### config.mk
export PLATFORM = sky130hd
export DESIGN_NAME = gbn_ram
export DESIGN_NICKNAME = d
export VERILOG_FILES = /design/src/sv/gbn_ram.sv
export SDC_FILE = /design/constraint.sdc
export NUM_CORES = 2
export LEC_CHECK = 0
export BUFFER_PORTS_ARGS = -buffer_cell sky130_fd_sc_hd__buf_4
export CORE_MARGIN = 4
export CORE_UTILIZATION = 60
export DETAILED_ROUTE_END_ITERATION = 16
export HOLD_SLACK_MARGIN = 0.08
export PLACE_DENSITY = 0.75
export SLEW_MARGIN = 15
export SYNTH_ARGS = -nofsm -noshare
export SYNTH_HDL_FRONTEND = slang
export SYNTH_SLANG_ARGS = --single-unit
### constraint.sdc
create_clock -name clk -period 4.54 [get_ports clk]
set_input_delay 0.454 -clock clk [delete_from_list [all_inputs] [get_ports clk]]
set_output_delay 0.454 -clock clk [all_outputs]
set_load 0.05 [all_outputs]
### src/sv/gbn_ram.sv
`timescale 1ns / 1ps
`default_nettype none
module gbn_ram #(
	parameter int WIDTH = 32,
	parameter int DEPTH = 64,
	localparam int AW = $clog2(DEPTH)
) (
	input  wire logic             clk,
	input  wire logic             we,
	input  wire logic [AW-1:0]    waddr,
	input  wire logic [WIDTH-1:0] wdata,
	input  wire logic             re,
	input  wire logic [AW-1:0]    raddr,
	output logic      [WIDTH-1:0] rdata
);

	logic [WIDTH-1:0] mem [DEPTH];

	always_ff @(posedge clk) begin
		if (we) begin
			mem[waddr] <= wdata;
		end
		if (re) begin
			rdata <= mem[raddr];
		end
	end

endmodule
`default_nettype wire

==> results.py <==
metrics = {
    "run_status": {
        "status": "finished clean",
    },
    "pwr": {
        "p_leak_nw": 27.7,
        "powerDensity_mw_per_mm2": 445,
        "max-vdd-ir-drop_uv": 492,
    },
    "timing": {
        "fin_worst_skew_ns": 0.0312,
        "report.final.setup_viol": 0,
        "slew-limit-headroom": 0.187,
        "worst_pin_slew_ns": 1.22,
        "finalHoldViolCount": 0,
        "fin_tns_setup_ns": 0,
        "whs_ns": 0.192,
        "finalMaxSlewViolations": 0,
        "period_minus_slack_ns": 3.19,
        "rsz0062_at_grt": "no",
        "fmax_mhz": 314,
        "fin_crit_sh": 0.702,
    },
    "floorplanning": {
        "ios": 79,
        "initial_core_util": 0.607,
        "die_h_um": 370,
        "die_w_um": 370,
        "coreArea_mm2": 0.130,
        "dieArea_mm2": 0.137,
        "rows": 132,
    },
    "placed_design": {
        "io_buffers": 78,
        "dpl_cell_area_mm2": 0.0826,
        "dp_hpwl_mm": 114,
        "gp_congestion": 0.849,
        "placed_cells": 5125,
    },
    "global_routing": {
        "grt_overflow": 0,
        "antenna_found_initial": 20,
        "grt_pass1_wl_mm": 292,
        "grt_start_max_net_pins": 102,
        "grt_usage": 0.307,
        "grt_pass1_vias": 38800,
    },
    "cts": {
        "cts-root-buf": "clkbuf_16",
        "cts_buffer_depth": 3,
        "holdBufCountCts": 0,
        "cts.clk_slew.worst_paths_ns": 0.06,
        "clock_latency_ns": 0.85,
        "clock-sinks": 2080,
        "cts_resized": 0,
        "cts_tree": "built",
        "post_cts_buffers": 0,
        "cts_max_level": 4,
        "cts_buffers": 192,
    },
    "route": {
        "remaining_drc_errors": 0,
        "via_count": 38500,
        "viasPerCell": 7.01,
        "drtIter0Drc": 6641,
        "wire_per_inst_um": 37.4,
        "ant_nets": 0,
        "wirelength_mm": 205,
        "drt_pass1_iterations": 8,
    },
    "finish": {
        "drive_above_1_share": 0.303,
        "fin_cells": 5488,
        "nets": 3624,
        "final_util": 0.684,
        "syn_to_final_growth_pct": 12.8,
        "fill_cells": 7525,
        "fin_area_mm2": 0.0889,
    },
    "synthesis": {
        "synthesis.nets": 3371,
        "yosysTopAreaCellShare": 0.792,
        "seq_area_frac_synth": 0.792,
        "syn_avg_cell_area_um2": 23.7,
        "synth_top_area_cell": "edfxtp_1",
        "ys.flop_type": "edfxtp_1",
        "synth_area_mm2": 0.0788,
        "synth_top_cells_by_area": "edfxtp_1 (79%), mux4_2 (16%), mux2i_1 (1.2%)",
        "synthesis.yosys.warnings": 0,
        "synthCells": 3324,
        "ys_types": 33,
        "postSynth.asyncResetShare": 0,
        "synth_seq_cells": 2080,
        "synth_edf_count": 2080,
    },
    "setup_path": {
        "setup.worst_path.class": "in2reg",
        "crit_path_end_kind": "flop",
        "crit_path_max_fanout": 101,
        "crit_required_ns": 5.09,
        "cp-start-kind": "input port",
        "critical_path_arrival_ns": 3.74,
    },
    "worst_hold_path": {
        "hp-class": "in2reg",
    },
    "job": {
        "maxCapViolations": 0,
    },
}
==> cell usage after synthesis (8+ instances only) <==
master / number
a21oi_1: 62
a22oi_1: 12
a311oi_1: 8
buf_1: 21
buf_2: 57
buf_4: 25
clkbuf_1: 74
edfxtp_1: 2080
mux2i_1: 93
mux4_2: 544
nand2_1: 26
nand2b_1: 8
nor2_1: 137
nor2b_1: 15
o221ai_1: 27
o22ai_1: 84
==> layer usage <==
layer  part of all wire  up-vias  GRT usage
li1                   -    14800          -
met1               0.34    20100      0.426
met2               0.49     3058      0.485
met3               0.13      446     0.0719
met4              0.040       12      0.117
met5            0.00037        -          0
==> through the flow <==
| step | total power [mW] | setup slack (ns) |
|---|---|---|
| after global routing | 40.6 | 1.20 |
| final | 39.6 | 1.35 |
| after global placement | 23.8 | 0.641 |
| after floorplan | 22.9 | 0.926 |
| after detailed placement | 23.9 | 0.592 |
| after CTS | 39.7 | 1.47 |
==> placed cells by master, fill, tap and decap left out, drive strengths merged, types with 4 or more instances in the layout <==
cell type	instances
edfxtp	2080
mux4	544
buf	241
clkbuf	218
nor2	137
clkinv	96
mux2i	93
o22ai	84
a21oi	62
o221ai	27
nand2	26
bufinv	20
nor2b	15
diode	14
a22oi	12
inv	9
nand2b	8
a311oi	8
nor3	7
clkinvlp	6
nand3b	5
nand3	5
or3b	5
and3	4
a41o	4
o32ai	4
==> cells by family (layout without fill, tap and decap cells) <==
kind of cell	count (synthesis)	in the layout	synth area share
compound gates	202	202	0.0167
buf+inv	182	590	0.0112
flops	2080	2080	0.792
mux	637	637	0.167
other cells	0	14	0
simple gates	223	223	0.0126
==> path summary, 6_finish.rpt <==
path / slack [ns] / startpoint / to / cells after the start
worst max register to register: 1.92 / mem[15][25] / rdata[25] / 4
worst min register to register: 0.87 / mem[29][20] / rdata[20] / 4
worst min-delay path: 0.19 / wdata[18] / mem[62][18] / 1
worst max-delay path: 1.35 / raddr[1] / rdata[25] / 7
==> area by class of cell <==
| type | count | area (um2) | area share |
|---|---|---|---|
| Sequential cell | 2080 | 62500 | 0.703 |
| Multi-Input combinational cell | 1062 | 16000 | 0.180 |
| Clock buffer | 218 | 4900 | 0.0551 |
| Tap cell | 1742 | 2180 | 0.0245 |
| Timing Repair Buffer | 241 | 2040 | 0.0230 |
| Clock inverter | 131 | 1320 | 0.0148 |
| Antenna cell | 14 | 35.0 | 0.000394 |
==> registers in the layout, summed over array words and instances, names as in the netlist <==
signal	count
mem	2048
rdata	32
==> critical path, stage by stage <==
cell and delay [ns]:
buf_8 0.76, buf_4 0.40, buf_4 0.23, mux4_2 0.31
mux4_2 0.47, o22ai_1 0.80, nor2_1 0.10
==> power by group <==
group / internal [mW] / leakage [nW] / switching (mW)
clock network: 8.94 / 3.04 / 7.12
registers: 21.3 / 18.7 / 0.0836
logic: 0.739 / 5.97 / 1.39
Note: power is estimated with default switching activity, not from simulation.
