===== src/sv/gbn_pkg.sv =====
`timescale 1ns / 1ps
`default_nettype none
package gbn_pkg;

	localparam int WINDOW_MAX_DEF = 16;
	localparam int BUF_DEPTH_DEF  = 64;
	localparam int MAX_SEGMENT    = 1464;
	localparam int RESULT_CAP     = 16;

	localparam int FUNC_W  = 2;
	localparam int LEN_W   = 11;
	localparam int SEQ_W   = 32;
	localparam int KIND_W  = 2;
	localparam int WIN_W   = 5;
	localparam int TMO_W   = 32;
	localparam int CFG_W   = 32;
	localparam int CFG_IDX_W = 1;

	localparam logic [CFG_IDX_W-1:0] REG_WINDOW  = 1'd0;
	localparam logic [CFG_IDX_W-1:0] REG_TIMEOUT = 1'd1;

	localparam logic [WIN_W-1:0] WINDOW_RESET  = 5'd10;
	localparam logic [TMO_W-1:0] TIMEOUT_RESET = 32'd1000;

	typedef enum logic [FUNC_W-1:0] {
		FUNC_ADD  = 2'd0,
		FUNC_ACK  = 2'd1,
		FUNC_TICK = 2'd2
	} func_t;

	localparam logic [KIND_W-1:0] KIND_FIRST  = 2'd0;
	localparam logic [KIND_W-1:0] KIND_RETX   = 2'd1;
	localparam logic [KIND_W-1:0] KIND_REJECT = 2'd2;

	typedef struct packed {
		logic              valid;
		logic              from_ram;
		logic [KIND_W-1:0] kind;
		logic              last;
		logic [SEQ_W-1:0]  seq;
		logic [LEN_W-1:0]  len;
	} emit_req_t;

endpackage
`default_nettype wire


===== src/sv/gbn_ctrl.sv =====
`timescale 1ns / 1ps
`default_nettype none
module gbn_ctrl import gbn_pkg::*; #(
	parameter int WINDOW_MAX = WINDOW_MAX_DEF,
	parameter int BUF_DEPTH  = BUF_DEPTH_DEF,
	localparam int AW = $clog2(BUF_DEPTH)
) (
	input  wire logic                   clk,
	input  wire logic                   arst_n,
	input  wire logic                   in_valid,
	output logic                        in_stall,
	input  wire logic [FUNC_W-1:0]      func,
	input  wire logic [LEN_W-1:0]       seg_length,
	input  wire logic [SEQ_W-1:0]       ack_number,
	input  wire logic                   cfg_we,
	input  wire logic [CFG_IDX_W-1:0]   cfg_index,
	input  wire logic [CFG_W-1:0]       cfg_wdata,
	output logic                        seg_we,
	output logic      [AW-1:0]          seg_waddr,
	output logic      [SEQ_W+LEN_W-1:0] seg_wdata,
	output logic                        seg_re,
	output logic      [AW-1:0]          seg_raddr,
	input  wire logic [SEQ_W+LEN_W-1:0] seg_rdata,
	output logic                        tim_we,
	output logic      [AW-1:0]          tim_waddr,
	output logic      [SEQ_W-1:0]       tim_wdata,
	output logic                        tim_re,
	output logic      [AW-1:0]          tim_raddr,
	input  wire logic [SEQ_W-1:0]       tim_rdata,
	output emit_req_t                   req,
	output logic      [AW-1:0]          req_slot,
	input  wire logic                   fire
);

	localparam int OW  = $clog2(BUF_DEPTH + 1);
	localparam int UW  = $clog2(WINDOW_MAX + 1);
	localparam int NW  = $clog2(RESULT_CAP + 1);
	localparam int CW0 = (OW > UW) ? OW : UW;
	localparam int CW  = (CW0 > WIN_W) ? CW0 : WIN_W;

	typedef enum logic [2:0] {
		ST_IDLE,
		ST_ACK,
		ST_SEND,
		ST_TCHK,
		ST_RESEND,
		ST_REJ
	} state_t;

	state_t            state_q;
	logic [AW-1:0]     head_q, tail_q, unsent_q, walk_q;
	logic [OW-1:0]     occ_q;
	logic [UW-1:0]     unack_q;
	logic [SEQ_W-1:0]  nseq_q, now_q, ack_q;
	logic [WIN_W-1:0]  window_q;
	logic [TMO_W-1:0]  timeout_q;
	logic [LEN_W-1:0]  rej_len_q;
	logic [NW-1:0]     n_q;
	logic              ack_pend_q;
	logic              pend_s1;
	logic [KIND_W-1:0] kind_s1;
	logic [AW-1:0]     slot_s1;

	logic [LEN_W-1:0]  len_sat;
	logic [CW-1:0]     win_c, unack_x, occ_x, n_x;
	logic              full, in_accept, issue_ok;
	logic              cond_send, cond_resend, send_issue, resend_issue, ack_issue;
	logic [SEQ_W-1:0]  ack_d, age;
	logic              below, timed_out;

	function automatic logic [AW-1:0] ptr_inc(input logic [AW-1:0] p);
		return (p == AW'(BUF_DEPTH - 1)) ? '0 : p + 1'b1;
	endfunction

	always_comb begin
		win_c = CW'(window_q);
		if (win_c == '0) begin
			win_c = CW'(1);
		end else if (win_c > CW'(WINDOW_MAX)) begin
			win_c = CW'(WINDOW_MAX);
		end
	end

	assign len_sat   = (seg_length > LEN_W'(MAX_SEGMENT)) ? LEN_W'(MAX_SEGMENT) : seg_length;
	assign unack_x   = CW'(unack_q);
	assign occ_x     = CW'(occ_q);
	assign n_x       = CW'(n_q);
	assign full      = occ_q >= OW'(BUF_DEPTH);
	assign in_accept = in_valid && (state_q == ST_IDLE);
	assign in_stall  = state_q != ST_IDLE;
	assign issue_ok  = !pend_s1 || fire;

	assign cond_send   = (unack_x < win_c) && (unack_x < occ_x) && (n_q < NW'(RESULT_CAP));
	assign cond_resend = (n_x < unack_x) && (n_q < NW'(RESULT_CAP));
	assign send_issue   = (state_q == ST_SEND) && cond_send && issue_ok;
	assign resend_issue = (state_q == ST_RESEND) && cond_resend && issue_ok;

	assign ack_d     = ack_q - seg_rdata[SEQ_W+LEN_W-1:LEN_W];
	assign below     = (ack_d != '0) && !ack_d[SEQ_W-1];
	assign ack_issue = (state_q == ST_ACK) &&
		(ack_pend_q ? (below && (unack_q > UW'(1))) : (unack_q != '0));
	assign age       = now_q - tim_rdata;
	assign timed_out = age > timeout_q;

	assign seg_we    = in_accept && (func == FUNC_ADD) && !full;
	assign seg_waddr = tail_q;
	assign seg_wdata = {nseq_q, len_sat};
	assign seg_re    = send_issue || resend_issue || ack_issue;

	always_comb begin
		priority if (state_q == ST_ACK) begin
			seg_raddr = ack_pend_q ? ptr_inc(head_q) : head_q;
		end else if (state_q == ST_SEND) begin
			seg_raddr = unsent_q;
		end else begin
			seg_raddr = walk_q;
		end
	end

	assign tim_re    = in_accept && (func == FUNC_TICK) && (unack_q != '0);
	assign tim_raddr = head_q;
	assign tim_we    = fire && req.from_ram;
	assign tim_waddr = slot_s1;
	assign tim_wdata = now_q;

	always_comb begin
		req.valid    = pend_s1 || (state_q == ST_REJ);
		req.from_ram = pend_s1;
		req.kind     = (state_q == ST_REJ) ? KIND_REJECT : kind_s1;
		req.seq      = nseq_q;
		req.len      = rej_len_q;
		priority if (state_q == ST_REJ) begin
			req.last = 1'b1;
		end else if (state_q == ST_SEND) begin
			req.last = !cond_send;
		end else begin
			req.last = !cond_resend;
		end
		req_slot = (state_q == ST_REJ) ? '0 : slot_s1;
	end

	always_ff @(posedge clk or negedge arst_n) begin
		if (!arst_n) begin
			state_q    <= ST_IDLE;
			head_q     <= '0;
			tail_q     <= '0;
			unsent_q   <= '0;
			walk_q     <= '0;
			occ_q      <= '0;
			unack_q    <= '0;
			nseq_q     <= '0;
			now_q      <= '0;
			ack_q      <= '0;
			window_q   <= WINDOW_RESET;
			timeout_q  <= TIMEOUT_RESET;
			rej_len_q  <= '0;
			n_q        <= '0;
			ack_pend_q <= 1'b0;
			pend_s1    <= 1'b0;
			kind_s1    <= KIND_FIRST;
			slot_s1    <= '0;
		end else begin
			if (cfg_we) begin
				unique case (cfg_index)
					REG_WINDOW:  window_q  <= cfg_wdata[WIN_W-1:0];
					REG_TIMEOUT: timeout_q <= cfg_wdata[TMO_W-1:0];
				endcase
			end
			pend_s1 <= send_issue || resend_issue || (pend_s1 && !fire);
			unique case (state_q)
				ST_IDLE: begin
					if (in_valid) begin
						n_q <= '0;
						unique case (func)
							FUNC_ADD: begin
								if (full) begin
									rej_len_q <= len_sat;
									state_q   <= ST_REJ;
								end else begin
									tail_q  <= ptr_inc(tail_q);
									occ_q   <= occ_q + 1'b1;
									nseq_q  <= nseq_q + SEQ_W'(len_sat);
									state_q <= ST_SEND;
								end
							end
							FUNC_ACK: begin
								ack_q      <= ack_number;
								ack_pend_q <= 1'b0;
								state_q    <= ST_ACK;
							end
							FUNC_TICK: begin
								now_q <= now_q + 1'b1;
								if (unack_q != '0) begin
									state_q <= ST_TCHK;
								end
							end
							default: ;
						endcase
					end
				end
				ST_ACK: begin
					if (ack_pend_q) begin
						if (below) begin
							head_q     <= ptr_inc(head_q);
							occ_q      <= occ_q - 1'b1;
							unack_q    <= unack_q - 1'b1;
							ack_pend_q <= unack_q > UW'(1);
						end else begin
							ack_pend_q <= 1'b0;
							state_q    <= ST_SEND;
						end
					end else if (unack_q != '0) begin
						ack_pend_q <= 1'b1;
					end else begin
						state_q <= ST_SEND;
					end
				end
				ST_SEND: begin
					if (send_issue) begin
						unsent_q <= ptr_inc(unsent_q);
						unack_q  <= unack_q + 1'b1;
						n_q      <= n_q + 1'b1;
						kind_s1  <= KIND_FIRST;
						slot_s1  <= unsent_q;
					end else if (issue_ok) begin
						state_q <= ST_IDLE;
					end
				end
				ST_TCHK: begin
					if (timed_out) begin
						walk_q  <= head_q;
						state_q <= ST_RESEND;
					end else begin
						state_q <= ST_IDLE;
					end
				end
				ST_RESEND: begin
					if (resend_issue) begin
						walk_q  <= ptr_inc(walk_q);
						n_q     <= n_q + 1'b1;
						kind_s1 <= KIND_RETX;
						slot_s1 <= walk_q;
					end else if (issue_ok) begin
						state_q <= ST_IDLE;
					end
				end
				ST_REJ: begin
					if (fire) begin
						state_q <= ST_IDLE;
					end
				end
				default: state_q <= ST_IDLE;
			endcase
		end
	end

endmodule
`default_nettype wire


===== config.mk =====
export PLATFORM = sky130hd
export DESIGN_NAME = gbn_ctrl
export DESIGN_NICKNAME = d
export VERILOG_FILES = /design/src/sv/gbn_pkg.sv /design/src/sv/gbn_ctrl.sv
export SDC_FILE = /design/constraint.sdc
export NUM_CORES = 1
export LEC_CHECK = 0
export BUFFER_PORTS_ARGS = -buffer_cell sky130_fd_sc_hd__buf_2
export CORE_ASPECT_RATIO = 0.75
export CORE_MARGIN = 2
export CORE_UTILIZATION = 52
export CTS_CLUSTER_SIZE = 25
export DETAILED_ROUTE_END_ITERATION = 8
export GPL_ROUTABILITY_DRIVEN = 0
export GPL_TIMING_DRIVEN = 0
export HOLD_SLACK_MARGIN = 0.06
export PLACE_DENSITY = 0.77
export SETUP_SLACK_MARGIN = 0.05
export SLEW_MARGIN = 10
export SYNTH_ARGS = -nofsm -noshare
export SYNTH_HDL_FRONTEND = slang
export SYNTH_SLANG_ARGS = --single-unit

===== constraint.sdc =====
create_clock -name clk -period 14.8 [get_ports clk]
set_input_delay 4.44 -clock clk [delete_from_list [all_inputs] [get_ports clk]]
set_output_delay 4.44 -clock clk [all_outputs]
set_load 0.05 [all_outputs]

==> impl_metrics.toml <==
[detailed_routing]
routed_wl_um = 40100
via_count = 13700
wl_per_cell_um = 16.5
viasPerCell = 5.64
drtIter0Drc = 1066
drc_errors = 0
first_pass_iters = 6
drtAntennaViolNets = 0

[grt]
grt_pass1_vias = 12800
grt_usage = 0.261
antenna_found_initial = 6
overflow = 0
grt_pass1_wl_um = 64100
grt_max_degree = 83

[clock_tree]
clock_path_buffers = 2
cts_resized = 0
clk_pin_slew_worst_paths_ns = 0.08
cts_tree = "built"
cts_buffers = 17
htree_levels = 4
postCtsSetupBuffers = 0
clock_sinks = 197
cts_root_buf = "clkbuf_16"
insertion_delay_ns = 0.45
hold_buffers = 0

[cells_and_area]
drive_gt1_frac = 0.238
final_core_util = 0.627
stdcell_count = 2430
mostFrequentLayoutCells = "buf_2 (304), dfrtp_1 (189), inv_1 (152)"
synthToLayoutAreaGrowth_pct = 17.7
layout_commonest_cell = "buf_2"
nets = 2324

[synthesis]
ys_ff_latch = 197
ys_async_sr_fraction = 1.00
synth_edf_count = 0
yosysWarnings = 0
syn-cell-area_um2 = 15000
synth_flop_cell = "dfrtp_1"
synth_seq_area_share = 0.329
synth.distinct_cells = 81
synthCells = 1702
avgSynthCellArea_um2 = 8.82
synth_nets = 1999

[worst_hold_path]
hold_path_class = "flop to flop"
min_from = "rej_len_q[1]"

[run]
drv_cap = 0

[critical_path]
cpPeakStageDelay_ns = 0.92
path_max_fanout = 10
cp.arrival_ns = 8.93
cp-start-kind = "input pin"
crit_type = "input pin to output pin"
reg2reg_from = "tim_wdata[0]"
rrSetupSlack_ns = 8.67
cp_common_cell = "buf_2"
worst_setup_path_end_kind = "output pin"
crit_start = "seg_rdata[25]"
worst-path-buf-inv = 5
crit_chain = "buf_2, inv_1, ha_1, clkbuf_1, a21oi_1, o21ai_1, a211oi_1, o21ai_0, o31ai_1, xnor2_1, a2111oi_0, and3_1, buf_6, nor2_4, a211o_1, buf_2"
path_delay_family = "compound AO/OA/AOI/OAI gates"
slowest_stage = "a2111oi_0"
crit_required_ns = 10.36

[floorplan]
core-area_um2 = 28200
die_h_um = 151
die_w_um = 200
initial_core_util = 0.533
io_pins = 316
die_area_um2 = 30300
rows = 53

[placed_design]
io_buffer_count = 304
dp_hpwl_um = 32000
place_inst = 2393

[timing]
hold_slack_ns = 0.487
clock_skew_ns = 0.0121
period_minus_slack_ns = 13.37
finalHoldViolations = 0
fmax_mhz = 74.8
min_period_over_period = 0.903
worstMarginPinSlew_ns = 1.25
slew_headroom = 0.158
setup_viol = 0
final_max_slew_viol_count = 0
tns_ns = 0
rsz0062_at_grt = "no"

[run_status]
outcome = "completed"

[power_and_ir_drop]
vdd_drop_max_v = 0.000105
leakage_uw = 0.00907
p_per_area_nw_per_um2 = 178
[cell usage after synthesis (6+ instances only)]
library cell,instances,area [um2]
nor4_1,14,87.6
a21oi_1,97,485
o31ai_1,15,113
dfrtp_1,189,4730
o21a_1,17,128
or2_2,9,56.3
nor2_1,114,428
mux2_2,82,923
a211oi_1,17,128
dfstp_2,8,210
a41oi_1,7,61.3
o21bai_1,11,82.6
inv_1,152,571
ha_1,135,1690
o21ai_1,6,30.0
nor3_1,33,165
o22ai_1,6,37.5
xnor2_1,83,727
o211ai_1,13,97.6
and2_1,19,119
a21o_1,47,353
o21ai_0,87,435
nand4_1,32,200
nand2_1,140,526
or3_1,12,75.1
nand2b_1,18,113
a31oi_1,17,106
nor2b_1,21,131
buf_4,33,248
buf_1,7,26.3
nand3_1,49,245
clkbuf_1,41,154
and3_1,29,181
nor3b_1,6,45.0
xor2_1,27,236
mux2i_1,17,170
a21boi_0,6,45.0
[cell families after synthesis]
logic type	count (synthesis)	synth area share
adders and majority gates	139	0.118
DFF	197	0.329
buffers and inverters	236	0.0678
muxes	102	0.0758
xor gates and xnor gates	110	0.0642
and+or+nand+nor	517	0.170
AOI/OAI and AO/OA	401	0.175
[power breakdown]
group          switching (uW)  leakage [uW]  internal, uW
Sequential                138       0.00248           686
Clock                     237      0.000281           230
Combinational            1200       0.00631           652
[metal layers]
metal / GRT usage / routed length (um) / up-vias / share of wire
li1: - / - / 6670 / -
met1: 0.376 / 18800 / 6455 / 0.47
met2: 0.393 / 17400 / 515 / 0.43
met3: 0.0577 / 3160 / 58 / 0.079
met4: 0.0791 / 682 / 2 / 0.017
met5: 0 / 13 / - / 0.00032
[final timing paths]
path / to / cells past startpoint
min in group asynchronous: ack_q[14] / 1
hold reg to reg: rej_len_q[1] / 2
setup reg to reg: walk_q[5] / 26
setup / recovery: seg_re / 16
hold / removal: rej_len_q[1] / 2
max in group asynchronous: nseq_q[25] / 3
[area by class of cell]
| cell class | instances | area (um2) |
|---|---|---|
| Inverter | 153 | 574 |
| Antenna cell | 5 | 12.5 |
| Clock buffer | 19 | 443 |
| Buffer | 83 | 444 |
| Clock inverter | 13 | 133 |
| Timing Repair Buffer | 306 | 1590 |
| Sequential cell | 197 | 4940 |
| Fill cell | 2407 | 10500 |
| Multi-Input combinational cell | 1269 | 9050 |
| Tap cell | 385 | 482 |
[registers in the layout (all words and copies together), names as in the netlist, 3 cells and up]
register	flops
nseq_q	32
tim_wdata	32
window_q	5
timeout_q	32
rej_len_q	11
state_q	3
unsent_q	6
seg_waddr	6
tim_waddr	6
occ_q	7
unack_q	5
tim_raddr	6
walk_q	6
ack_q	32
n_q	5
[worst reg2reg max path, delay by kind of cell, from the launching register on]
family,cells,cell delay [ns]
AOI/OAI and AO/OA,12,2.83
and+or+nand+nor,7,1.34
adders and majority gates,3,0.86
buffers and inverters,3,0.51
DFF,1,0.42
xor gates and xnor gates,1,0.09
[metrics by stage]
step           power [uW]  cell area [um2]  setup WS, ns
2_1_floorplan        2190            15000          2.21
3_3_place_gp         2580            17000          1.60
3_5_place_dp         2650            17100          1.60
4_1_cts              3120            17700          1.59
5_1_grt              3360            17700          1.23
6_report             3150            17700          1.43
Power figures use the tool's default switching activity.
