[config.mk]
export PLATFORM = sky130hd
export DESIGN_NAME = gbn_emit
export DESIGN_NICKNAME = d
export VERILOG_FILES = /design/src/sv/gbn_pkg.sv /design/src/sv/gbn_emit.sv
export SDC_FILE = /design/constraint.sdc
export NUM_CORES = 1
export LEC_CHECK = 0
export BUFFER_PORTS_ARGS = -buffer_cell sky130_fd_sc_hd__buf_2
export CORE_AREA = 4 4 80 82
export CTS_CLUSTER_DIAMETER = 200
export DETAILED_ROUTE_END_ITERATION = 7
export DIE_AREA = 0 0 84 86
export HOLD_SLACK_MARGIN = 0.03
export PLACE_DENSITY = 0.75
export SETUP_SLACK_MARGIN = 0.3
export SYNTH_ARGS = -nofsm -noshare
export SYNTH_HDL_FRONTEND = slang
export SYNTH_SLANG_ARGS = --single-unit
export TNS_END_PERCENT = 30
[constraint.sdc]
create_clock -name clk -period 6.9 [get_ports clk]
set_input_delay 1.38 -clock clk [delete_from_list [all_inputs] [get_ports clk]]
set_output_delay 1.38 -clock clk [all_outputs]
set_load 0.02 [all_outputs]
[src/sv/gbn_pkg.sv]
`timescale 1ns / 1ps
`default_nettype none
package gbn_pkg;

	localparam int WINDOW_MAX_DEF = 16;
	localparam int BUF_DEPTH_DEF  = 64;
	localparam int MAX_SEGMENT    = 1464;
	localparam int RESULT_CAP     = 16;

	localparam int FUNC_W  = 2;
	localparam int LEN_W   = 11;
	localparam int SEQ_W   = 32;
	localparam int KIND_W  = 2;
	localparam int WIN_W   = 5;
	localparam int TMO_W   = 32;
	localparam int CFG_W   = 32;
	localparam int CFG_IDX_W = 1;

	localparam logic [CFG_IDX_W-1:0] REG_WINDOW  = 1'd0;
	localparam logic [CFG_IDX_W-1:0] REG_TIMEOUT = 1'd1;

	localparam logic [WIN_W-1:0] WINDOW_RESET  = 5'd10;
	localparam logic [TMO_W-1:0] TIMEOUT_RESET = 32'd1000;

	typedef enum logic [FUNC_W-1:0] {
		FUNC_ADD  = 2'd0,
		FUNC_ACK  = 2'd1,
		FUNC_TICK = 2'd2
	} func_t;

	localparam logic [KIND_W-1:0] KIND_FIRST  = 2'd0;
	localparam logic [KIND_W-1:0] KIND_RETX   = 2'd1;
	localparam logic [KIND_W-1:0] KIND_REJECT = 2'd2;

	typedef struct packed {
		logic              valid;
		logic              from_ram;
		logic [KIND_W-1:0] kind;
		logic              last;
		logic [SEQ_W-1:0]  seq;
		logic [LEN_W-1:0]  len;
	} emit_req_t;

endpackage
`default_nettype wire

[src/sv/gbn_emit.sv]
`timescale 1ns / 1ps
`default_nettype none
module gbn_emit import gbn_pkg::*; #(
	parameter int BUF_DEPTH = BUF_DEPTH_DEF,
	localparam int AW = $clog2(BUF_DEPTH)
) (
	input  wire logic                   clk,
	input  wire logic                   arst_n,
	input  wire emit_req_t              req,
	input  wire logic [AW-1:0]          req_slot,
	input  wire logic [SEQ_W+LEN_W-1:0] seg_rdata,
	output logic                        fire,
	output logic                        out_valid,
	input  wire logic                   out_stall,
	output logic      [KIND_W-1:0]      kind,
	output logic      [SEQ_W-1:0]       seq_number,
	output logic      [LEN_W-1:0]       out_length,
	output logic      [AW-1:0]          slot,
	output logic                        last
);

	logic out_valid_q;

	assign fire      = req.valid && (!out_valid_q || !out_stall);
	assign out_valid = out_valid_q;

	always_ff @(posedge clk or negedge arst_n) begin
		if (!arst_n) begin
			out_valid_q <= 1'b0;
		end else if (fire) begin
			out_valid_q <= 1'b1;
		end else if (!out_stall) begin
			out_valid_q <= 1'b0;
		end
	end

	always_ff @(posedge clk) begin
		if (fire) begin
			kind <= req.kind;
			slot <= req_slot;
			last <= req.last;
			if (req.from_ram) begin
				seq_number <= seg_rdata[SEQ_W+LEN_W-1:LEN_W];
				out_length <= seg_rdata[LEN_W-1:0];
			end else begin
				seq_number <= req.seq;
				out_length <= req.len;
			end
		end
	end

endmodule
`default_nettype wire

==> flow_summary_export.csv, run 1 <==
group,metric,value,unit
outcome,run_status,"finished, final reports clean",
grt,initial_antenna_violation_count,0,
setup_path,critical_path.slowest_cell,"sky130_fd_sc_hd__buf_4",
layout,nNetsFinal,360,
cts,postCtsSetupRepairBufs,0,
setup_path,cp_max_fo,53,
synthesis,multiplexer_share_of_the_synthesized_area,0.273,
placement,number_of_buffer_cells_added_on_primary_ports,153,
floorplanning,floorplan.core_area,5750,um^2
setup_path,cp-startpoint,"out_stall",
setup_path,worstSetupEndpointType,"primary output",
layout,num-fill-cells,490,
setup_path,most_frequent_cell_on_critical_path,"sky130_fd_sc_hd__buf_2",
floorplanning,dieHeight,86,um
setup_path,crit_chain,"buf_2, a21boi_4, buf_4, buf_2",
setup_path,setup.reg_to_reg.worst_slack,5430,ps
floorplanning,initial_core_util,0.405,
sta,timing.fmax,259,MHz
pwr,net-switching-power,0.161,mW
pwr,power_switching_share,0.240,
synthesis,syn_area,2330,um^2
cts,clock_tree.htree_level_count,2,
grt,grt_pass1_vias,1506,
cts,postCtsHoldBufs,0,
synthesis,synth_top_family_by_area,"multiplexers",
setup_path,worstSetupPathDepth,4,
floorplanning,die_area,7220,um^2
cts,cts-buffers-inserted,5,
synthesis,yosys_warnings,0,
drt,drt-vias-per-instance,4.38,
grt,groute.layer.met2.usage,0.257,
synthesis,yosys.area_share.xor_xnor,0,
grt,use_met3,0.0519,
cts,clk_pin_slew,80,ps
drt,drc,0,
drt,dr.first_iter.drc_count,29,
layout,antenna_cells_inserted,0,
synthesis,post_synth_num_cell_types,8,
synthesis,post_synth.cell_area_avg,22.6,um^2
synthesis,synth_cells,103,
pwr,leakagePower,1.52,nW
setup_path,critical_path_required,5520,ps
setup_path,reg_to_reg_critical_path_endpoint,"seq_number[25]",
setup_path,worst-endpoint-arrival,2490,ps
pwr,internal_power,0.512,mW
setup_path,critical_path_s_largest_stage_delay,540,ps
grt,largest_net_degree_at_the_start_of_global_routing,54,
pwr,vdd.ir_drop.worst,99.7,uV
grt,gr-max-usage-layer,"met2",
placement,place_worst_setup_slack,3010,ps
sta,max_slew_margin,0.504,
sta,timing.clock.skew,9.51,ps
cts,ctsResizeCount,0,
pwr,power.sequential.fraction,0.570,
cts,tritoncts,"yes",
layout,final_layout_size_suffix_gt1_frac,0.789,
drt,dr.pass1.iters,4,
sta,post-route-min-period,3870,ps
drt,wl_per_cell,15.6,um
grt,global_route.usage.met1,0.150,
pwr,pwr-share-clk,0.248,
sta,final.period_utilization,0.560,
sta,final_setup_violation_count,0,
cts,clock_sinks,53,
sta,worst_slew_pin_slew,745,ps
setup_path,crit_family,"buffers and inverters",
sta,setup_ws,3030,ps
placement,gp_congestion,0.773,
sta,final_hold_violations,0,
drt,drtAntennaViolNets,0,
job,max_cap_violations,0,
layout,flow.area_growth_from_synthesis,37.8,%
floorplanning,design.portCount,154,
worst_hold_path,holdCritPathClass,"reg2reg",
cts,clkLatencyLatePin,300,ps
synthesis,syn_nets,203,
grt,globalRoute.totalOverflow,0,
synthesis,synth-adder-area-share,0,
drt,vias,1473,
placement,place.detailed.hpwl,4.14,mm
sta,rsz_0062_raised_after_global_routing,"false",
pwr,comb_power_share,0.182,
setup_path,critPathKind,"in2out",
grt,grt_first_pass_wirelength,7.66,mm
cts,cts-root-buf,"sky130_fd_sc_hd__clkbuf_8",
setup_path,worstReg2RegStart,"out_valid",
setup_path,r2r_cells,2,
grt,global_route.usage.total,0.140,
floorplanning,die_w,84,um
synthesis,ff_latch_count_synth,53,
cts,cts-root-to-sink-buffers,2,
synthesis,synth_simple_gate_area_share,0,
sta,setup_total_negative_slack,0,ps
pwr,power_density,210,nW/um^2
drt,wirelength,5.24,mm
setup_path,critical_path_buf_inv_count,3,
sta,maxSlewViolCount,0,
setup_path,crit_end,"fire",
floorplanning,std_cell_rows,28,
setup_path,startpoint_type,"primary input",
synthesis,synth_seq_area_share,0.682,
synthesis,synth-compound-area-share,0.00645,
==> flip-flops by register name, summed over array words and instances (netlist names) <==
register    cells
out_valid       1
slot            6
seq_number     32
out_length     11
kind            2
last            1
==> synth_stat cells <==
library cell / number / area (um^2)
sky130_fd_sc_hd__mux2_2: 3 / 33.8
sky130_fd_sc_hd__dfrtp_1: 1 / 25.0
sky130_fd_sc_hd__buf_6: 1 / 11.3
sky130_fd_sc_hd__edfxtp_1: 52 / 1560
sky130_fd_sc_hd__a21o_1: 1 / 7.51
sky130_fd_sc_hd__buf_12: 4 / 80.1
sky130_fd_sc_hd__a21boi_0: 1 / 7.51
sky130_fd_sc_hd__mux2_4: 40 / 601
==> kinds of logic (layout without fill, tap and decap cells) <==
logic type / after synthesis / count (layout)
AOI/OAI and AO/OA: 2 / 2
buffers and inverters: 5 / 163
DFF: 53 / 53
muxes: 43 / 43
==> layout by cell type (no fill, tap or decap), drive strengths merged <==
master,count
a21o,1
clkinv,3
buf,155
a21boi,1
dfrtp,1
edfxtp,52
clkbuf,5
mux2,43
==> worst min-delay path by stage <==
stage	startpoint	cells past startpoint	to	slack, ps
detailed placement	out_valid	1	out_valid	560
global route	out_valid	1	out_valid	610
floorplan	out_valid	1	out_valid	610
CTS	out_valid	1	out_valid	590
finish	out_valid	1	out_valid	570
global placement	out_valid	1	out_valid	540
==> cell type report <==
type | count | area (um^2) | area share
Clock inverter | 3 | 17.5 | 0.00546
Tap cell | 75 | 93.8 | 0.0293
Multi-Input combinational cell | 45 | 661 | 0.206
Timing Repair Buffer | 155 | 781 | 0.243
Sequential cell | 53 | 1590 | 0.495
Clock buffer | 5 | 68.8 | 0.0215
==> power groups by stage <==
stage	Sequential (mW)	Clock [mW]	Combinational [mW]
after CTS	0.384	0.175	0.125
after global placement	0.390	0	0.121
final	0.384	0.167	0.122
after detailed placement	0.392	0	0.124
after floorplan	0.419	0	0.0493
after global routing	0.386	0.188	0.130
==> worst reg2reg max path, cell delays in order, from the launching register on <==
cell and delay, ps:
sky130_fd_sc_hd__dfrtp_1 430, sky130_fd_sc_hd__a21boi_4 130, sky130_fd_sc_hd__buf_4 540
==> routing by layer <==
| layer | up-vias | part of all wire |
|---|---|---|
| met5 | - | 0 |
| met2 | 85 | 0.52 |
| met4 | 0 | 0.011 |
| met3 | 4 | 0.091 |
| met1 | 670 | 0.38 |
| li1 | 714 | - |
==> metrics by stage <==
step	cell area, um^2	hold WS [ps]	std cells	util	power [mW]
after floorplan	2330	613	103	-	0.468
after global placement	3120	543	328	0.543	0.512
after detailed placement	3120	565	328	0.543	0.516
after CTS	3210	585	336	0.558	0.684
after global routing	3210	609	336	0.558	0.704
final	3210	574	336	0.558	0.673
Note: power is estimated with default switching activity, not from simulation.
==> run 2, diff against run 1 <==
- ABC_AREA: not set -> 1
- CORE_AREA: 4 4 80 82 -> 4 4 82 84
- DIE_AREA: 0 0 84 86 -> 0 0 86 88
- PLACE_DENSITY: 0.75 -> 0.72
- clock period: 6.9 -> 3.5 ns (I/O delays scaled with it)
==> flow_summary_export.csv, run 2 <==
group,metric,value,unit
pwr,leakagePower,1.57,nW
setup_path,worst-endpoint-arrival,1580,ps
pwr,power_density,425,nW/um^2
floorplanning,die_w,86,um
setup_path,startpoint_type,"primary input",
grt,grt_first_pass_wirelength,7.75,mm
floorplanning,dieHeight,88,um
grt,grt_pass1_vias,1686,
cts,clock_tree.htree_level_count,2,
synthesis,post_synth_num_cell_types,8,
placement,number_of_buffer_cells_added_on_primary_ports,153,
synthesis,netlist_top_cells_count,"sky130_fd_sc_hd__nand2_1, sky130_fd_sc_hd__edfxtp_1, sky130_fd_sc_hd__buf_6",
drt,vias,1835,
setup_path,critPathKind,"in2out",
worst_hold_path,holdCritPathClass,"in2async",
placement,gp_congestion,0.711,
synthesis,synth_edf_count,52,
drt,drtAntennaViolNets,0,
sta,setup_total_negative_slack,0,ps
pwr,vdd.ir_drop.worst,161,uV
layout,num-fill-cells,541,
drt,drt-vias-per-instance,4.31,
sta,final.period_utilization,0.652,
floorplanning,design.portCount,154,
drt,dr.first_iter.drc_count,34,
synthesis,synth_flop_cell,"sky130_fd_sc_hd__edfxtp_1",
synthesis,synth-async-reset-ratio,0.0189,
synthesis,synth_top_cells_by_area,"sky130_fd_sc_hd__edfxtp_1, sky130_fd_sc_hd__nand2_1, sky130_fd_sc_hd__buf_6",
cts,postCtsSetupRepairBufs,0,
synthesis,syn_nets,296,
grt,initial_antenna_violation_count,0,
synthesis,share_of_the_synthesized_area_in_the_top_cell_type,0.716,
pwr,finalPower,1.31,mW
floorplanning,std_cell_rows,28,
sta,worst_slew_pin_slew,452,ps
cts,ctsResizeCount,0,
synthesis,yosys_warnings,0,
cts,postCtsHoldBufs,0,
drt,wl_per_cell,12.5,um
cts,cts-root-to-sink-buffers,2,
job,max_cap_violations,0,
sta,maxSlewViolCount,0,
sta,post-route-min-period,2280,ps
sta,timing.fmax,438,MHz
setup_path,worstReg2RegStart,"out_valid",
layout,finish.utilization,0.519,
setup_path,cp_max_fo,30,
placement,place.detailed.hpwl,4.16,mm
sta,timing.clock.skew,6.37,ps
synthesis,synth_seq_area_share,0.727,
setup_path,worstSetupEndpointType,"primary output",
grt,largest_net_degree_at_the_start_of_global_routing,44,
synthesis,post_synth.cell_area_avg,11.1,um^2
grt,globalRoute.totalOverflow,0,
synthesis,yosys.cell_count.top_type,"sky130_fd_sc_hd__nand2_1",
outcome,run_status,"finished, final reports clean",
sta,max_slew_margin,0.699,
drt,dr.pass1.iters,4,
setup_path,critical_path_required,2800,ps
grt,global_route.usage.total,0.134,
cts,clk_pin_slew,100,ps
cts,tritoncts,"yes",
layout,register_with_the_highest_flop_count,"seq_number",
layout,antenna_cells_inserted,0,
floorplanning,initial_core_util,0.369,
drt,wirelength,5.34,mm
layout,reg_top3,"seq_number x32, out_length x11, slot x6",
floorplanning,floorplan.core_area,5920,um^2
cts,clkLatencyLatePin,300,ps
floorplanning,die_area,7570,um^2
layout,final_layout_size_suffix_gt1_frac,0.473,
sta,final_setup_violation_count,0,
layout,layout_commonest_cell,"sky130_fd_sc_hd__buf_2",
layout,layout_common_cells,"sky130_fd_sc_hd__buf_2, sky130_fd_sc_hd__nand2_1, sky130_fd_sc_hd__edfxtp_1, sky130_fd_sc_hd__clkbuf_8, sky130_fd_sc_hd__buf_4",
sta,rsz_0062_raised_after_global_routing,"false",
synthesis,syn_area,2180,um^2
synthesis,ff_latch_count_synth,53,
cts,cts-root-buf,"sky130_fd_sc_hd__clkbuf_8",
cts,clock_sinks,53,
sta,whs,153,ps
setup_path,cp-startpoint,"out_stall",
drt,drc,0,
cts,cts-buffers-inserted,5,
layout,flow.area_growth_from_synthesis,40.9,%
sta,final_hold_violations,0,
synthesis,synth_top_cell_by_area,"sky130_fd_sc_hd__edfxtp_1",
layout,nNetsFinal,450,
synthesis,synth_cells,196,
layout,largest_register_ff_count,32,
==> run 2: changes by cell type after synthesis, moves of 3 or more <==
| cell | change |
|---|---|
| sky130_fd_sc_hd__buf_4 | +4 |
| sky130_fd_sc_hd__buf_6 | +4 |
| sky130_fd_sc_hd__mux2_2 | -3 |
| sky130_fd_sc_hd__nand2_1 | +131 |
| sky130_fd_sc_hd__mux2_4 | -40 |
| sky130_fd_sc_hd__buf_12 | -4 |
==> run 2: final timing paths <==
path / endpoint / slack, ps / cells past startpoint
max: fire / 1220 / 4
min reg2reg: out_valid / 560 / 2
max reg2reg: seq_number[22] / 2220 / 2
min in group clk: out_valid / 560 / 2
min: out_valid / 150 / 1
max in group asynchronous: out_valid / 3260 / 1
==> run 2: cell families after synthesis <==
kind of cell | Yosys count | share of synthesized area
and+or+nand+nor | 131 | 0.225
DFF | 53 | 0.727
buffers and inverters | 11 | 0.0453
AOI/OAI and AO/OA | 1 | 0.00229
==> run 2: final cells by class <==
type	count	area [um^2]	share of cell area
sequential	53	1590	0.516
timing repair buffer	156	788	0.256
multi-input combinational	132	508	0.165
tap	75	93.8	0.0305
clock buffer	5	68.8	0.0224
clock inverter	3	17.5	0.00570
inverter	2	12.5	0.00407
==> run 2: metrics by stage <==
| step | instance area (um^2) | instances | setup WS, ps |
|---|---|---|---|
| 5_1_grt | 3080 | 426 | 1170 |
| 3_5_place_dp | 2990 | 418 | 1210 |
| 4_1_cts | 3080 | 426 | 1200 |
| 2_1_floorplan | 2190 | 196 | 491 |
| 6_report | 3080 | 426 | 1220 |
| 3_3_place_gp | 2990 | 418 | 1240 |
==> run 2: critical path, stage by stage <==
cell,delay [ps]
sky130_fd_sc_hd__buf_2,120
sky130_fd_sc_hd__a21oi_4,150
sky130_fd_sc_hd__buf_4,360
sky130_fd_sc_hd__buf_2,240
==> run 2: per-layer routing <==
layer	wire (um)	track usage	part of all wire
met3	623	0.0527	0.12
met1	2140	0.158	0.40
met5	0	0	0
met2	2550	0.229	0.48
met4	27	0.0345	0.0051
==> run 2: report_power, final <==
group / internal (mW) / switching, mW / leakage [nW] / total (mW)
Combinational: 0.0847 / 0.134 / 1.02 / 0.218
Clock: 0.139 / 0.195 / 0.0439 / 0.334
Sequential: 0.747 / 0.00894 / 0.510 / 0.756
Total: 0.970 / 0.338 / 1.57 / 1.31
==> run 3, diff against run 2 <==
- ABC_AREA: 1 -> 0
- CORE_AREA: 4 4 82 84 -> 4 4 84 86
- DIE_AREA: 0 0 86 88 -> 0 0 88 90
- clock period: 3.5 -> 2.1 ns (I/O delays scaled with it)
==> flow_summary_export.csv, run 3 (synthesized netlist as in run 1, its figures left out) <==
group,metric,value,unit
outcome,run_status,"finished, final reports clean",
pwr,leakagePower,1.54,nW
placement,number_of_buffer_cells_added_on_primary_ports,153,
setup_path,critical_path_s_largest_stage_delay,440,ps
layout,flow.area_growth_from_synthesis,40.6,%
layout,layout_common_cells,"sky130_fd_sc_hd__buf_2, sky130_fd_sc_hd__edfxtp_1, sky130_fd_sc_hd__mux2_4, sky130_fd_sc_hd__clkbuf_8",
setup_path,crit_family,"flip-flops",
sta,timing.fmax,624,MHz
worst_hold_path,holdCritPathClass,"in2reg",
setup_path,critical_path_buf_inv_count,1,
grt,largest_net_degree_at_the_start_of_global_routing,44,
layout,layout_commonest_cell,"sky130_fd_sc_hd__buf_2",
sta,whs,284,ps
layout,largest_register_ff_count,32,
pwr,power_switching_share,0.230,
layout,num-fill-cells,563,
drt,dr.pass1.iters,3,
cts,clk_pin_slew,100,ps
sta,final_hold_violations,0,
setup_path,worstSetupEndpointType,"primary output",
setup_path,critical_path.slowest_cell,"sky130_fd_sc_hd__dfrtp_2",
placement,gp_congestion,0.707,
pwr,vdd.ir_drop.worst,398,uV
sta,maxSlewViolCount,0,
sta,timing.clock.skew,7.42,ps
sta,final.period_utilization,0.763,
sta,rsz_0062_raised_after_global_routing,"false",
layout,final_layout_size_suffix_gt1_frac,0.792,
cts,tritoncts,"yes",
cts,ctsResizeCount,0,
cts,cts-root-to-sink-buffers,2,
sta,max_slew_margin,0.795,
layout,antenna_cells_inserted,0,
layout,nNetsFinal,363,
setup_path,startpoint_type,"register",
sta,final_setup_violation_count,0,
sta,worst_slew_pin_slew,307,ps
sta,post-route-min-period,1600,ps
floorplanning,std_cell_rows,29,
floorplanning,floorplan.core_area,6280,um^2
cts,clkLatencyLatePin,300,ps
floorplanning,die_area,7920,um^2
job,max_cap_violations,0,
cts,cts-buffers-inserted,5,
layout,reg_top3,"seq_number x32, out_length x11, slot x6",
sta,setup_ws,498,ps
drt,dr.first_iter.drc_count,12,
layout,register_with_the_highest_flop_count,"seq_number",
pwr,power.sequential.fraction,0.537,
grt,grt_pass1_vias,1627,
grt,grt_first_pass_wirelength,7.79,mm
pwr,comb_power_share,0.174,
floorplanning,dieHeight,90,um
drt,drtAntennaViolNets,0,
floorplanning,design.portCount,154,
setup_path,critPathKind,"reg2out",
cts,clock_tree.htree_level_count,2,
drt,wirelength,5.20,mm
grt,global_route.usage.total,0.131,
cts,cts-root-buf,"sky130_fd_sc_hd__clkbuf_8",
pwr,pwr-share-clk,0.289,
placement,place.detailed.hpwl,4.27,mm
setup_path,worst-endpoint-arrival,1180,ps
setup_path,critical_path_required,1680,ps
setup_path,setup.reg_to_reg.worst_slack,790,ps
pwr,internal_power,1.81,mW
floorplanning,initial_core_util,0.371,
placement,place_worst_setup_slack,642,ps
drt,drt-vias-per-instance,4.40,
drt,drc,0,
setup_path,crit_chain,"a21boi_4, buf_2",
cts,clock_sinks,53,
floorplanning,die_w,88,um
drt,vias,1501,
pwr,power_density,717,nW/um^2
pwr,net-switching-power,0.540,mW
setup_path,cp_max_fo,4,
grt,globalRoute.totalOverflow,0,
sta,setup_total_negative_slack,0,ps
grt,initial_antenna_violation_count,0,
drt,wl_per_cell,15.2,um
run 3: metrics by stage:
stage / total power, mW / cells / instance area [um^2] / util
after global routing: 2.46 / 341 / 3270 / 0.521
after global placement: 1.69 / 332 / 3150 / 0.502
after CTS: 2.39 / 341 / 3270 / 0.521
after detailed placement: 1.70 / 332 / 3150 / 0.502
final: 2.35 / 341 / 3270 / 0.521
after floorplan: 1.54 / 103 / 2340 / -
run 3: final timing paths:
check | start | endpoint | cells after the start
min in group asynchronous | arst_n | out_valid | 2
max in group asynchronous | arst_n | out_valid | 2
max reg2reg | out_valid | out_length[6] | 2
min | req_slot[3] | slot[3] | 1
max | out_valid | fire | 2
min reg2reg | out_valid | out_valid | 1
run 3: routing by layer:
layer,track usage,wire [um]
met4,0.0550,98
met2,0.221,2630
met5,0,0
met3,0.0622,684
met1,0.138,1790
run 3: repair_timing:
item,in CTS,in global routing
buffers inserted,0,0
hold buffers,1,0
endpoints found under the hold margin,1,0
run 3: area by class of cell:
cell class,count,area [um^2],share of cell area
flip-flops and latches,53,1590,0.485
repair buffers,158,818,0.250
multi-input cells,45,661,0.202
well taps,77,96.3,0.0294
clock buffers,5,68.8,0.0210
clock inverters,3,41.3,0.0126
run 3: power groups by stage:
stage               clock network [mW]  registers [mW]  logic, mW
global route                     0.749            1.27      0.441
detailed placement                   0            1.29      0.416
CTS                              0.710            1.26      0.417
global placement                     0            1.28      0.407
floorplan                            0            1.37      0.164
finish                           0.677            1.26      0.409
